`config.mk`:
```
export PLATFORM = sky130hd
export DESIGN_NAME = sql_query_tokenizer
export DESIGN_NICKNAME = d
export VERILOG_FILES = /design/src/sqt_pkg.sv /design/src/sqt_lexer.sv /design/src/sqt_queue.sv /design/src/sqt_emitter.sv /design/src/sql_query_tokenizer.sv
export SDC_FILE = /design/constraint.sdc
export NUM_CORES = 1
export LEC_CHECK = 0
export ABC_AREA = 0
export BUFFER_PORTS_ARGS = -buffer_cell sky130_fd_sc_hd__buf_2
export CAP_MARGIN = 20
export CORE_AREA = 5 5 164 285
export DETAILED_ROUTE_END_ITERATION = 7
export DIE_AREA = 0 0 169 290
export PLACE_DENSITY = 0.66
export SYNTH_ARGS = -nofsm -noshare
export SYNTH_HDL_FRONTEND = slang
export SYNTH_SLANG_ARGS = --single-unit
```
`constraint.sdc`:
```
create_clock -name clk_i -period 25.1 [get_ports clk_i]
set_input_delay 1.255 -clock clk_i [delete_from_list [all_inputs] [get_ports clk_i]]
set_output_delay 1.255 -clock clk_i [all_outputs]
set_load 0.05 [all_outputs]
```
`src/sqt_pkg.sv`:
```
package sqt_pkg;

  localparam int PositionBits = 16;
  localparam int FieldBits = 16;
  localparam int MaxToks = 3;
  localparam int QDepth = 2;
  localparam int NumKeywords = 6;

  typedef enum logic [2:0] {
    MODE_IDLE   = 3'd0,
    MODE_WORD   = 3'd1,
    MODE_NUMBER = 3'd2,
    MODE_GT     = 3'd3,
    MODE_LT     = 3'd4,
    MODE_BANG   = 3'd5,
    MODE_STRING = 3'd6
  } mode_e;

  typedef enum logic [4:0] {
    TOK_SELECT = 5'd0,
    TOK_FROM   = 5'd1,
    TOK_WHERE  = 5'd2,
    TOK_ORDER  = 5'd3,
    TOK_BY     = 5'd4,
    TOK_GROUP  = 5'd5,
    TOK_IDENT  = 5'd6,
    TOK_INT    = 5'd7,
    TOK_FLOAT  = 5'd8,
    TOK_GT     = 5'd9,
    TOK_GTE    = 5'd10,
    TOK_LT     = 5'd11,
    TOK_LTE    = 5'd12,
    TOK_EQ     = 5'd13,
    TOK_NEQ    = 5'd14,
    TOK_COMMA  = 5'd15,
    TOK_SEMI   = 5'd16,
    TOK_LPAREN = 5'd17,
    TOK_RPAREN = 5'd18,
    TOK_STRING = 5'd19,
    TOK_END    = 5'd20,
    TOK_ERROR  = 5'd21
  } tok_kind_e;

  localparam logic [7:0] CH_GT     = 8'h3E;
  localparam logic [7:0] CH_LT     = 8'h3C;
  localparam logic [7:0] CH_BANG   = 8'h21;
  localparam logic [7:0] CH_EQ     = 8'h3D;
  localparam logic [7:0] CH_DOT    = 8'h2E;
  localparam logic [7:0] CH_COMMA  = 8'h2C;
  localparam logic [7:0] CH_SEMI   = 8'h3B;
  localparam logic [7:0] CH_LPAREN = 8'h28;
  localparam logic [7:0] CH_RPAREN = 8'h29;
  localparam logic [7:0] CH_QUOTE  = 8'h27;

  localparam logic [NumKeywords-1:0][47:0] KwBits = {
    48'h000047524F5550,
    48'h00000000004259,
    48'h0000004F524445 << 8 | 48'h52,
    48'h00005748455245,
    48'h00000046524F4D,
    48'h53454C454354
  };

  localparam logic [NumKeywords-1:0][2:0] KwLen = {
    3'd5, 3'd2, 3'd5, 3'd5, 3'd4, 3'd6
  };

  typedef struct packed {
    tok_kind_e              kind;
    logic [FieldBits-1:0]   start;
    logic [FieldBits-1:0]   len;
  } tok_t;

  typedef struct packed {
    tok_t [MaxToks-1:0] toks;
    logic [1:0]         cnt;
  } group_t;

  function automatic tok_kind_e word_kind(logic [47:0] chars, logic [2:0] cnt);
    tok_kind_e k;
    k = TOK_IDENT;
    for (int i = 0; i < NumKeywords; i++) begin
      if (cnt == KwLen[i] && chars == KwBits[i]) begin
        k = tok_kind_e'(5'(i));
      end
    end
    return k;
  endfunction

  function automatic logic is_alpha(logic [7:0] c);
    return (c >= 8'h41 && c <= 8'h5A) || (c >= 8'h61 && c <= 8'h7A);
  endfunction

  function automatic logic is_digit(logic [7:0] c);
    return c >= 8'h30 && c <= 8'h39;
  endfunction

endpackage

```
`src/sqt_lexer.sv`:
```
module sqt_lexer #(
  parameter int PositionBits = sqt_pkg::PositionBits
) (
  input  logic            clk_i,
  input  logic            rst_ni,
  input  logic            in_valid_i,
  output logic            in_ready_o,
  input  logic [7:0]      char_i,
  input  logic            present_i,
  input  logic            end_i,
  output logic            push_o,
  output sqt_pkg::group_t group_o,
  input  logic            full_i
);

  localparam logic [PositionBits-1:0] PosMax = '1;

  sqt_pkg::mode_e          mode_q, mode_d, mode_b;
  logic [47:0]             chars_q, chars_d, chars_b;
  logic [2:0]              wcnt_q, wcnt_d, wcnt_b;
  logic                    dot_q, dot_d, dot_b;
  logic [PositionBits-1:0] start_q, start_d, start_b;
  logic [PositionBits-1:0] pos_q, pos_d, pos_b;
  logic                    absorb;
  logic                    is_mark;
  sqt_pkg::tok_kind_e      mark_kind;
  sqt_pkg::group_t         grp;
  logic                    accept;

  function automatic logic [sqt_pkg::FieldBits-1:0] fit(logic [PositionBits-1:0] v);
    logic [PositionBits+sqt_pkg::FieldBits-1:0] e;
    e = {{sqt_pkg::FieldBits{1'b0}}, v};
    return e[sqt_pkg::FieldBits-1:0];
  endfunction

  function automatic logic [sqt_pkg::FieldBits-1:0] span(logic [PositionBits-1:0] p,
                                                         logic [PositionBits-1:0] s);
    return (p >= s) ? fit(p - s) : '0;
  endfunction

  function automatic sqt_pkg::tok_t mk(sqt_pkg::tok_kind_e k, logic [PositionBits-1:0] s,
                                       logic [sqt_pkg::FieldBits-1:0] l);
    sqt_pkg::tok_t t;
    t.kind  = k;
    t.start = fit(s);
    t.len   = l;
    return t;
  endfunction

  function automatic logic pending(sqt_pkg::mode_e m);
    return m == sqt_pkg::MODE_WORD || m == sqt_pkg::MODE_NUMBER ||
           m == sqt_pkg::MODE_GT || m == sqt_pkg::MODE_LT;
  endfunction

  function automatic sqt_pkg::tok_t flush_tok(sqt_pkg::mode_e m, logic [47:0] ch,
                                              logic [2:0] wc, logic dt,
                                              logic [PositionBits-1:0] s,
                                              logic [PositionBits-1:0] p);
    sqt_pkg::tok_t t;
    unique case (m)
      sqt_pkg::MODE_WORD:   t = mk(sqt_pkg::word_kind(ch, wc), s, span(p, s));
      sqt_pkg::MODE_NUMBER: t = mk(dt ? sqt_pkg::TOK_FLOAT : sqt_pkg::TOK_INT, s, span(p, s));
      sqt_pkg::MODE_GT:     t = mk(sqt_pkg::TOK_GT, s, sqt_pkg::FieldBits'(1));
      default:              t = mk(sqt_pkg::TOK_LT, s, sqt_pkg::FieldBits'(1));
    endcase
    return t;
  endfunction

  assign in_ready_o = !full_i;
  assign accept     = in_valid_i && in_ready_o;

  // A byte that continues the token in progress is absorbed by it.
  always_comb begin : absorb_dec
    unique case (mode_q) inside
      sqt_pkg::MODE_WORD: begin
        absorb = sqt_pkg::is_alpha(char_i);
      end
      sqt_pkg::MODE_NUMBER: begin
        absorb = sqt_pkg::is_digit(char_i) || char_i == sqt_pkg::CH_DOT;
      end
      sqt_pkg::MODE_GT, sqt_pkg::MODE_LT, sqt_pkg::MODE_BANG: begin
        absorb = char_i == sqt_pkg::CH_EQ;
      end
      sqt_pkg::MODE_STRING: begin
        absorb = 1'b1;
      end
      default: begin
        absorb = 1'b0;
      end
    endcase
  end

  always_comb begin : mark_dec
    is_mark   = 1'b1;
    mark_kind = sqt_pkg::TOK_EQ;
    unique case (char_i)
      sqt_pkg::CH_EQ:     mark_kind = sqt_pkg::TOK_EQ;
      sqt_pkg::CH_COMMA:  mark_kind = sqt_pkg::TOK_COMMA;
      sqt_pkg::CH_SEMI:   mark_kind = sqt_pkg::TOK_SEMI;
      sqt_pkg::CH_LPAREN: mark_kind = sqt_pkg::TOK_LPAREN;
      sqt_pkg::CH_RPAREN: mark_kind = sqt_pkg::TOK_RPAREN;
      default:            is_mark   = 1'b0;
    endcase
  end

  // State after the byte of the beat; the end mark then clears it.
  always_comb begin : next_state
    mode_b  = mode_q;
    chars_b = chars_q;
    wcnt_b  = wcnt_q;
    dot_b   = dot_q;
    start_b = start_q;
    pos_b   = pos_q;
    if (present_i) begin
      if (absorb) begin
        unique case (mode_q) inside
          sqt_pkg::MODE_WORD: begin
            if (wcnt_q < 3'd6) begin
              chars_b = {chars_q[39:0], char_i};
            end
            if (wcnt_q < 3'd7) begin
              wcnt_b = wcnt_q + 3'd1;
            end
          end
          sqt_pkg::MODE_NUMBER: begin
            if (char_i == sqt_pkg::CH_DOT) begin
              dot_b = 1'b1;
            end
          end
          sqt_pkg::MODE_STRING: begin
            if (char_i == sqt_pkg::CH_QUOTE) begin
              mode_b = sqt_pkg::MODE_IDLE;
            end
          end
          default: begin
            mode_b = sqt_pkg::MODE_IDLE;
          end
        endcase
      end else begin
        mode_b  = sqt_pkg::MODE_IDLE;
        start_b = pos_q;
        if (sqt_pkg::is_alpha(char_i)) begin
          mode_b  = sqt_pkg::MODE_WORD;
          chars_b = {40'b0, char_i};
          wcnt_b  = 3'd1;
        end else if (sqt_pkg::is_digit(char_i)) begin
          mode_b = sqt_pkg::MODE_NUMBER;
          dot_b  = 1'b0;
        end else if (char_i == sqt_pkg::CH_GT) begin
          mode_b = sqt_pkg::MODE_GT;
        end else if (char_i == sqt_pkg::CH_LT) begin
          mode_b = sqt_pkg::MODE_LT;
        end else if (char_i == sqt_pkg::CH_BANG) begin
          mode_b = sqt_pkg::MODE_BANG;
        end else if (char_i == sqt_pkg::CH_QUOTE) begin
          mode_b  = sqt_pkg::MODE_STRING;
          start_b = (pos_q < PosMax) ? pos_q + 1'b1 : pos_q;
        end
      end
      if (pos_q < PosMax) begin
        pos_b = pos_q + 1'b1;
      end
    end
  end

  assign mode_d  = end_i ? sqt_pkg::MODE_IDLE : mode_b;
  assign chars_d = end_i ? '0 : chars_b;
  assign wcnt_d  = end_i ? '0 : wcnt_b;
  assign dot_d   = end_i ? 1'b0 : dot_b;
  assign start_d = end_i ? '0 : start_b;
  assign pos_d   = end_i ? '0 : pos_b;

  always_comb begin : tokens
    logic [1:0] n;
    n   = '0;
    grp = '0;
    if (present_i) begin
      if (absorb) begin
        if (mode_q == sqt_pkg::MODE_STRING) begin
          if (char_i == sqt_pkg::CH_QUOTE) begin
            grp.toks[n] = mk(sqt_pkg::TOK_STRING, start_q, span(pos_q, start_q));
            n = n + 2'd1;
          end
        end else if (mode_q inside {sqt_pkg::MODE_GT, sqt_pkg::MODE_LT,
                                    sqt_pkg::MODE_BANG}) begin
          grp.toks[n] = mk((mode_q == sqt_pkg::MODE_GT) ? sqt_pkg::TOK_GTE :
                           (mode_q == sqt_pkg::MODE_LT) ? sqt_pkg::TOK_LTE :
                           sqt_pkg::TOK_NEQ, start_q, sqt_pkg::FieldBits'(2));
          n = n + 2'd1;
        end
      end else begin
        if (pending(mode_q)) begin
          grp.toks[n] = flush_tok(mode_q, chars_q, wcnt_q, dot_q, start_q, pos_q);
          n = n + 2'd1;
        end
        if (is_mark) begin
          grp.toks[n] = mk(mark_kind, pos_q, sqt_pkg::FieldBits'(1));
          n = n + 2'd1;
        end
      end
    end
    if (end_i) begin
      if (mode_b == sqt_pkg::MODE_STRING) begin
        grp.toks[n] = mk(sqt_pkg::TOK_ERROR, start_b, span(pos_b, start_b));
        n = n + 2'd1;
      end else begin
        if (pending(mode_b)) begin
          grp.toks[n] = flush_tok(mode_b, chars_b, wcnt_b, dot_b, start_b, pos_b);
          n = n + 2'd1;
        end
        grp.toks[n] = mk(sqt_pkg::TOK_END, pos_b, '0);
        n = n + 2'd1;
      end
    end
    grp.cnt = n;
  end

  assign push_o  = accept && (grp.cnt != 2'd0);
  assign group_o = grp;

  always_ff @(posedge clk_i or negedge rst_ni) begin
    if (!rst_ni) begin
      mode_q  <= sqt_pkg::MODE_IDLE;
      chars_q <= '0;
      wcnt_q  <= '0;
      dot_q   <= 1'b0;
      start_q <= '0;
      pos_q   <= '0;
    end else if (accept) begin
      mode_q  <= mode_d;
      chars_q <= chars_d;
      wcnt_q  <= wcnt_d;
      dot_q   <= dot_d;
      start_q <= start_d;
      pos_q   <= pos_d;
    end
  end

endmodule

```
`src/sqt_queue.sv`:
```
module sqt_queue (
  input  logic            clk_i,
  input  logic            rst_ni,
  input  logic            push_i,
  input  sqt_pkg::group_t data_i,
  output logic            full_o,
  input  logic            pop_i,
  output logic            empty_o,
  output sqt_pkg::group_t data_o
);

  localparam int PtrBits = (sqt_pkg::QDepth > 1) ? $clog2(sqt_pkg::QDepth) : 1;
  localparam logic [PtrBits-1:0] LastPtr = PtrBits'(sqt_pkg::QDepth - 1);

  sqt_pkg::group_t    mem_q [sqt_pkg::QDepth];
  logic [PtrBits-1:0] wr_q, rd_q;
  logic [PtrBits:0]   cnt_q;
  logic               do_push, do_pop;

  assign full_o  = cnt_q == (PtrBits+1)'(sqt_pkg::QDepth);
  assign empty_o = cnt_q == '0;
  assign do_push = push_i && !full_o;
  assign do_pop  = pop_i && !empty_o;
  assign data_o  = mem_q[rd_q];

  always_ff @(posedge clk_i) begin
    if (do_push) begin
      mem_q[wr_q] <= data_i;
    end
  end

  always_ff @(posedge clk_i or negedge rst_ni) begin
    if (!rst_ni) begin
      wr_q  <= '0;
      rd_q  <= '0;
      cnt_q <= '0;
    end else begin
      if (do_push) begin
        wr_q <= (wr_q == LastPtr) ? '0 : wr_q + 1'b1;
      end
      if (do_pop) begin
        rd_q <= (rd_q == LastPtr) ? '0 : rd_q + 1'b1;
      end
      if (do_push && !do_pop) begin
        cnt_q <= cnt_q + 1'b1;
      end else if (do_pop && !do_push) begin
        cnt_q <= cnt_q - 1'b1;
      end
    end
  end

endmodule

```
`src/sqt_emitter.sv`:
```
module sqt_emitter (
  input  logic            clk_i,
  input  logic            rst_ni,
  input  logic            empty_i,
  input  sqt_pkg::group_t group_i,
  output logic            pop_o,
  output logic            valid_o,
  input  logic            ready_i,
  output sqt_pkg::tok_t   tok_o,
  output logic            last_o
);

  logic [1:0] idx_q, idx_d;
  logic       fire;

  assign valid_o = !empty_i;
  assign tok_o   = group_i.toks[idx_q];
  assign last_o  = idx_q == (group_i.cnt - 2'd1);
  assign fire    = valid_o && ready_i;
  assign pop_o   = fire && last_o;

  always_comb begin
    idx_d = idx_q;
    if (fire) begin
      idx_d = last_o ? 2'd0 : idx_q + 2'd1;
    end
  end

  always_ff @(posedge clk_i or negedge rst_ni) begin
    if (!rst_ni) begin
      idx_q <= '0;
    end else begin
      idx_q <= idx_d;
    end
  end

endmodule

```
`src/sql_query_tokenizer.sv`:
```
// Streaming SQL lexer. One input beat (a text byte, an end mark, or both) is
// accepted per clock while the two-group queue between lexer and emitter has
// room; each beat yields zero to three tokens, and each token leaves as one
// output beat, so sustained throughput is one item per cycle when items
// average one token or fewer and the output is ready. A token is registered in
// the queue before it appears on the output. Positions count from zero per
// statement and saturate at 2^PositionBits-1; output offsets and lengths carry
// their low 16 bits.
module sql_query_tokenizer #(
  parameter int PositionBits = sqt_pkg::PositionBits
) (
  input  logic        clk_i,
  input  logic        rst_ni,
  input  logic        s_axis_tvalid,
  output logic        s_axis_tready,
  input  logic [7:0]  s_axis_tdata,   // char_code
  input  logic        s_axis_tuser,   // char_present
  input  logic        s_axis_tlast,
  output logic        m_axis_tvalid,
  input  logic        m_axis_tready,
  output logic [31:0] m_axis_tdata,   // token_length (31:16), token_start (15:0)
  output logic [4:0]  m_axis_tuser,   // token_kind
  output logic        m_axis_tlast
);

  logic            push, full, pop, empty;
  sqt_pkg::group_t grp_in, grp_out;
  sqt_pkg::tok_t   tok;

  sqt_lexer #(.PositionBits(PositionBits)) u_lexer (
    .clk_i      (clk_i),
    .rst_ni     (rst_ni),
    .in_valid_i (s_axis_tvalid),
    .in_ready_o (s_axis_tready),
    .char_i     (s_axis_tdata),
    .present_i  (s_axis_tuser),
    .end_i      (s_axis_tlast),
    .push_o     (push),
    .group_o    (grp_in),
    .full_i     (full)
  );

  sqt_queue u_queue (
    .clk_i   (clk_i),
    .rst_ni  (rst_ni),
    .push_i  (push),
    .data_i  (grp_in),
    .full_o  (full),
    .pop_i   (pop),
    .empty_o (empty),
    .data_o  (grp_out)
  );

  sqt_emitter u_emitter (
    .clk_i   (clk_i),
    .rst_ni  (rst_ni),
    .empty_i (empty),
    .group_i (grp_out),
    .pop_o   (pop),
    .valid_o (m_axis_tvalid),
    .ready_i (m_axis_tready),
    .tok_o   (tok),
    .last_o  (m_axis_tlast)
  );

  assign m_axis_tdata = {tok.len, tok.start};
  assign m_axis_tuser = tok.kind;

endmodule

```
== Yosys cells after proc, flatten, opt, wreduce, memory -nomap -nowiden ==
Memories as Yosys holds them, arrays and structs flattened.
Index checks and enable logic that the tools add are counted.

* Register bits: 93
* Bits in writable memories: 226
* Bits of input ports: 14
* Output and inout port bits: 40
* Logic and storage cells: 246
* Memories kept: 1

{| class="wikitable"
|+ Memory list
! name !! words !! bits a word !! read ports !! clocked after Yosys merged registers in !! write ports !! line !! text
|-
| u_queue.mem_q || 2 || 113 || 1 || 0 || 1 || sqt_queue.sv:15 || <nowiki>sqt_pkg::group_t mem_q [sqt_pkg::QDepth];</nowiki>
|}

* Add/subtract/negate cells: 13
* $lt $le $gt $ge: 18
* Equal/unequal tests: 43
* Muxes and demuxes: 116
* Reduce and logical (&&, ||, !) cells: 45

{| class="wikitable"
|+ Operators with widths
! cell !! count
|-
| 111-bit 2-to-1 mux || 7
|-
| 37-bit 2-to-1 mux || 14
|-
| 111-bit bitwise mux || 4
|-
| 48-bit by 39-bit equality test with 1-bit output (second input constant) || 6
|-
| 48-bit 2-to-1 mux || 6
|-
| 16-bit 2-to-1 mux || 14
|-
| 37-bit demux with 2-bit select || 3
|-
| 37-bit case mux with 3 select lines || 2
|-
| 48-bit by 15-bit equality test with 1-bit output (second input constant) || 2
|-
| 48-bit by 31-bit equality test with 1-bit output (second input constant) || 2
|-
| 48-bit by 47-bit equality test with 1-bit output (second input constant) || 2
|-
| 3-bit 2-to-1 mux || 28
|-
| 8-bit by 6-bit equality test with 1-bit output (second input constant) || 10
|-
| 37-bit binary-select mux with 2-bit select || 1
|-
| 74-bit 2-to-1 mux || 1
|-
| 3-bit equality test (second input constant) || 11
|-
| 16-bit >= comparator || 2
|-
| 16-bit subtractor || 2
|-
| 2-bit 2-to-1 mux || 15
|-
| 1-bit logical AND || 26
|-
| 5-bit case mux with 4 select lines || 1
|-
| 3-bit by 2-bit equality test with 1-bit output (second input constant) || 6
|-
| 16-bit by 1-bit adder with 16-bit output (second input constant) || 1
|-
| 8-bit by 7-bit >= comparator with 1-bit output (second input constant) || 2
|-
| 27 further kinds || 67
|}

== Longest topological paths before layout ==
* Depth after elaboration: 26
* Mapped depth: 25
* Depth with buffers taken out: 22

== Modules after synthesis ==
From an unflattened synthesis, not the netlist that was laid out.

* Cell total of the unflattened synthesis: 2158
* Area total of the unflattened synthesis: 20784.9 µm²

{| class="wikitable"
|+ By module, submodules not included
! module !! instances !! cells an instance !! area an instance (µm²) !! seq. area each (µm²)
|-
| sqt_lexer || 1 || 1646 || 11279.6 || 2177.1
|-
| sqt_queue || 1 || 371 || 8599.5 || 6886.6
|-
| sqt_emitter || 1 || 141 || 905.9 || 50.0
|}

== Worst setup path before layout ==
Ideal clock, no wire load.

* Path type: input port to flip-flop
* Start point: input port s_axis_tdata[4]
* End point: memory u_queue.mem_q[0][0] in the netlist's numbering (enable)
* Library setup time: 0.600 ns
* Arrival: 9.584 ns
* Data required time: 24.500 ns
* Slack: 14.916 ns
* Stages on the path: 17
* Buffers on the path: 3
* Cells stage by stage: buf_4 -> and4b_4 -> a41oi_2 -> o211a_2 -> buf_2 -> and3_1 -> a22oi_1 -> a21oi_1 -> clkbuf_1 -> xor2_1 -> nand2_1 -> a21boi_0 -> ha_1 -> nand2_1 -> o211ai_1 -> a31oi_1 -> nor2b_1

* Cells in the longest elaborated chain, start to end: 24
* Elaborated cells on any way between the ends: 59
* Classes of those cells: add/sub (2); order compare (6); eq/ne (15); mux (24); reduce/logical (12)

{| class="wikitable"
|+ Ends and longest elaborated chain
! item !! line !! text
|-
| from (decl) || sql_query_tokenizer.sv:16 || <nowiki>input logic [7:0] s_axis_tdata,</nowiki>
|-
| 8-bit by 6-bit equality test with 1-bit output || sqt_lexer.sv:131, sqt_lexer.sv:155, sqt_lexer.sv:180 ||
|-
| 3-bit 2-to-1 mux || sqt_lexer.sv:155 || <nowiki>end else if (char_i == sqt_pkg::CH_QUOTE) begin</nowiki>
|-
| 3-bit 2-to-1 mux || sqt_lexer.sv:153 || <nowiki>end else if (char_i == sqt_pkg::CH_BANG) begin</nowiki>
|-
| 3-bit 2-to-1 mux || sqt_lexer.sv:151 || <nowiki>end else if (char_i == sqt_pkg::CH_LT) begin</nowiki>
|-
| 3-bit 2-to-1 mux || sqt_lexer.sv:149 || <nowiki>end else if (char_i == sqt_pkg::CH_GT) begin</nowiki>
|-
| 3-bit 2-to-1 mux || sqt_lexer.sv:146 || <nowiki>end else if (sqt_pkg::is_digit(char_i)) begin</nowiki>
|-
| 3-bit 2-to-1 mux || sqt_lexer.sv:142 || <nowiki>if (sqt_pkg::is_alpha(char_i)) begin</nowiki>
|-
| 3-bit 2-to-1 mux || sqt_lexer.sv:115 || <nowiki>if (absorb) begin</nowiki>
|-
| [... 9 more ...] || - ||
|-
| 2-bit 2-to-1 mux || sqt_lexer.sv:203 || <nowiki>if (mode_b == sqt_pkg::MODE_STRING) begin</nowiki>
|-
| 2-bit 2-to-1 mux * || sqt_lexer.sv:202 || <nowiki>if (end_i) begin</nowiki>
|-
| 2-bit nonzero test * || sqt_lexer.sv:218 || <nowiki>assign push_o = accept && (grp.cnt != 2'd0);</nowiki>
|-
| 1-bit logical AND * || sqt_lexer.sv:218 ||
|-
| 1-bit logical AND * || sqt_queue.sv:22 || <nowiki>assign do_push = push_i && !full_o;</nowiki>
|-
| net u_queue.do_push || sqt_queue.sv:18 || <nowiki>logic do_push, do_pop;</nowiki>
|-
| 1-bit 2-to-1 mux * || sqt_queue.sv:27 || <nowiki>if (do_push) begin</nowiki>
|-
| 1-bit 2-to-1 mux (implied by the code) * || sqt_queue.sv:28 || <nowiki>mem_q[wr_q] <= data_i;</nowiki>
|-
| to (decl) || sqt_queue.sv:15 ||
|}

Mark *: on every way through the listed nets, which the timed path passes. The rest lies on a longest branch. The select of a mux whose other input is x is not followed.

== Final worst setup path ==
* Start point: input port s_axis_tdata[4]
* End point: memory u_queue.mem_q[0][99] in the netlist's numbering (enable)

The elaborated chain is that of the path after synthesis.

==> impl_metrics.toml <==
[status]
status = "complete, no violations"

[clock_network]
cts_buffers = 31
cts.sink_count = 319
tritoncts = "built"
ctsHoldBuffers = 0
clock_path_buffers = 3
post_cts_resized = 0
htree_levels = 1
clock_latency_ns = 0.60
clk_pin_slew_ns = 0.07
post_cts_buffers = 0
cts_root_buf = "clkbuf_16"

[floorplan]
core_area_um2 = 44000
die_w_um = 169
num_rows = 102
fp.dieH_um = 290
io-pin-count = 54
die_area_um2 = 49000
initial_core_util_pct = 44.6

[routing]
vias_per_cell = 6.50
final_antenna_net_count = 0
drcViolationCount = 0
totalWireLength_um = 69800
drt-wirelength-per-cell_um = 27.1
drt-initial-drc-count = 1922
first_pass_iters = 6
num_vias = 16800

[power]
comb_power_share_pct = 45.6
leakage_nw = 7.87
peakVddDrop_v = 0.000109
power.density_nw_per_um2 = 104
internal_power_mw = 1.23
swShare_pct = 44.3
pwr-share-seq_pct = 33.2
switchingPower_mw = 0.981
p_clk_share_pct = 21.2

[global_route]
grt_pass1_vias = 17000
grt_pass1_wl_um = 106000
grt_usage_pct = 27.9
grt_start_max_net_pins = 70
antenna_found_initial = 0
gr-total-overflow = 0

[logic_synthesis]
synth-async-reset-ratio_pct = 29.2
ys.flop_type = "edfxtp_1"
synth.avg_cell_area_um2 = 9.73
syn_inst = 2016
synth_cell_types = 93
yosysWarnings = 0
syn_area_um2 = 19600
ys_seq_area_share_pct = 46.4
syn_nets = 2077
ys_seq_elements = 319
synth-edff-count = 226

[timing]
maxSlewViolCount = 0
max-slew-margin-rel_pct = 29.2
fin_setup_tns_ns = 0
setup_viol = 0
finalHoldViolations = 0
rsz0062_at_grt = "false"
clock_skew_ns = 0.0340
finalWorstSetupSlack_ns = 18.14
worst_pin_slew_ns = 1.05
fin_crit_ns = 6.96
fin_crit_sh_pct = 27.7
clock.fmax_mhz = 144

[worst_setup_path]
crit_top_cell = "nand2_1"
crit_family = "compound AO/OA/AOI/OAI gates"
crit_path_max_incr_delay_ns = 0.79
cp_slowest_cell = "buf_4"
r2r_slack_ns = 18.37
crit_buf_inv = 3
start_kind = "input pin"
end_kind = "flop"
cp.required_ns = 25.31
crit_type = "input pin to flop"
path_cells = "buf_2 -> and4bb_2 -> a22oi_2 -> o211ai_2 -> nor2_1 -> o31ai_1 -> a32oi_1 -> nand2_1 -> xor2_1 -> nand2_1 -> a21boi_0 -> ha_1 -> nand2_1 -> o211ai_1 -> a31oi_1 -> nor2b_4 -> buf_4 -> buf_4"
cp.arrival_ns = 7.16
crit_fanout = 69

[final_layout]
layout.nets = 2044
nFillCells = 4060
area_growth_pct = 8.55
multi_input_area_um2 = 9480
diodes = 0
regArea_um2 = 9120
drive_gt1_share_pct = 11.1

[place]
gp_congestion = 1.00
hpwl_um = 50600
port_buffers = 53
dp_slack_ns = 17.59

[run]
max_cap_violations = 0

[min_path]
min_path_type = "flop to flop"
[layer usage]
layer	routed length [um]	vias to the layer above	GRT usage, %
li1	-	7493	-
met1	23600	8116	29.8
met2	35800	840	49.7
met3	3830	312	3.42
met4	6600	0	20.4
met5	0	-	0
[cells by family (layout without fill, tap and decap cells)]
family	Yosys count	after routing	share of synthesized area [%]
flip-flops	319	319	46.4
multiplexers	96	96	7.32
AO/OA/AOI/OAI	607	607	20.2
AND/OR/NAND/NOR	619	619	14.9
XOR/XNOR	59	59	2.63
buffers and inverters	269	260	5.40
adder cells (fa/ha/maj)	47	47	3.07
[cell usage after synthesis (37+ instances only)]
| library cell | instances | area [um^2] |
|---|---|---|
| nand2_1 | 234 | 878 |
| edfxtp_1 | 226 | 6790 |
| nor2_1 | 145 | 544 |
| clkbuf_1 | 129 | 484 |
| o21ai_0 | 128 | 641 |
| a21oi_1 | 115 | 576 |
| o22ai_1 | 111 | 694 |
| inv_1 | 105 | 394 |
| dfrtp_1 | 93 | 2330 |
| a22oi_1 | 52 | 390 |
| mux2i_1 | 49 | 490 |
| ha_1 | 45 | 563 |
| nand3_1 | 40 | 200 |
| a22o_1 | 39 | 342 |
| nor3_1 | 39 | 195 |
| mux4_2 | 37 | 833 |
[placed cells by master, fill, tap and decap left out, types with 21 or more instances in the layout]
| cell type | synthesis | routed |
|---|---|---|
| buf_2 | 10 | 53 |
| mux4_2 | 37 | 37 |
| ha_1 | 45 | 45 |
| clkbuf_16 | 0 | 31 |
| nor2_1 | 145 | 144 |
| o22ai_1 | 111 | 111 |
| nor4_1 | 21 | 21 |
| a21oi_1 | 115 | 115 |
| nor3_1 | 39 | 38 |
| inv_1 | 105 | 105 |
| buf_4 | 4 | 42 |
| edfxtp_1 | 226 | 226 |
| a22o_1 | 39 | 39 |
| xor2_1 | 27 | 27 |
| dfrtp_1 | 93 | 91 |
| a22oi_1 | 52 | 52 |
| nand3_1 | 40 | 40 |
| o21ai_0 | 128 | 128 |
| xnor2_1 | 32 | 32 |
| nand4_1 | 32 | 32 |
| mux2i_1 | 49 | 49 |
| nand2_1 | 234 | 231 |
[worst register-to-register path, delay by kind of cell (launching register included)]
kind	cells	cell delay, ns
xor+xnor	1	0.48
flops	1	0.66
simple gates	6	1.53
buf+inv	2	1.33
fa+ha+maj	1	0.32
compound gates	7	1.91
[power groups by stage]
stage                     sequential (mW)  clock, mW  combinational, mW
after global placement              0.741          0               1.00
after floorplan                     0.710          0              0.742
after global routing                0.744      0.498               1.07
final                               0.736      0.469               1.01
after CTS                           0.734      0.477               1.01
after detailed placement            0.745          0               1.01
[state kept, by name, indices dropped and copies added (netlist names), 2 cells and up]
name and flops:
u_emitter.idx_q 2, u_lexer.chars_q 48, u_lexer.mode_q 3, u_lexer.pos_q 16
u_lexer.start_q 16, u_lexer.wcnt_q 3, u_queue.cnt_q 2, u_queue.mem_q 226
[cell type report]
class                   instances  share of cell area, %
inverters                     107                   1.89
clock inverters                23                  0.969
well taps                     572                   3.36
multi-input cells            1428                   44.5
flip-flops and latches        319                   42.8
clock buffers                  34                   3.69
repair buffers                 96                   2.78
[worst paths after layout]
check | depth (start not counted) | end | start
hold reg to reg | 1 | u_queue.cnt_q[1] | u_queue.cnt_q[1]
setup / recovery | 18 | u_queue.mem_q[0][99] | s_axis_tdata[4]
min in group asynchronous | 1 | u_lexer.chars_q[34] | rst_ni
max in group asynchronous | 2 | u_queue.rd_q | rst_ni
setup reg to reg | 17 | u_queue.mem_q[0][99] | u_lexer.mode_q[1]
hold / removal | 1 | u_queue.cnt_q[1] | u_queue.cnt_q[1]
[stage by stage]
stage	hold WS [ns]	total power, mW	util, %	cell area, um^2	cells
after detailed placement	0.482	1.76	46.1	20300	2521
after floorplan	0.455	1.45	-	19600	2016
final	0.490	2.22	48.4	21300	2579
after global routing	0.508	2.31	48.4	21300	2579
after global placement	0.470	1.75	46.1	20300	2520
after CTS	0.494	2.22	48.4	21300	2578
Note: power is estimated with default switching activity, not from simulation.
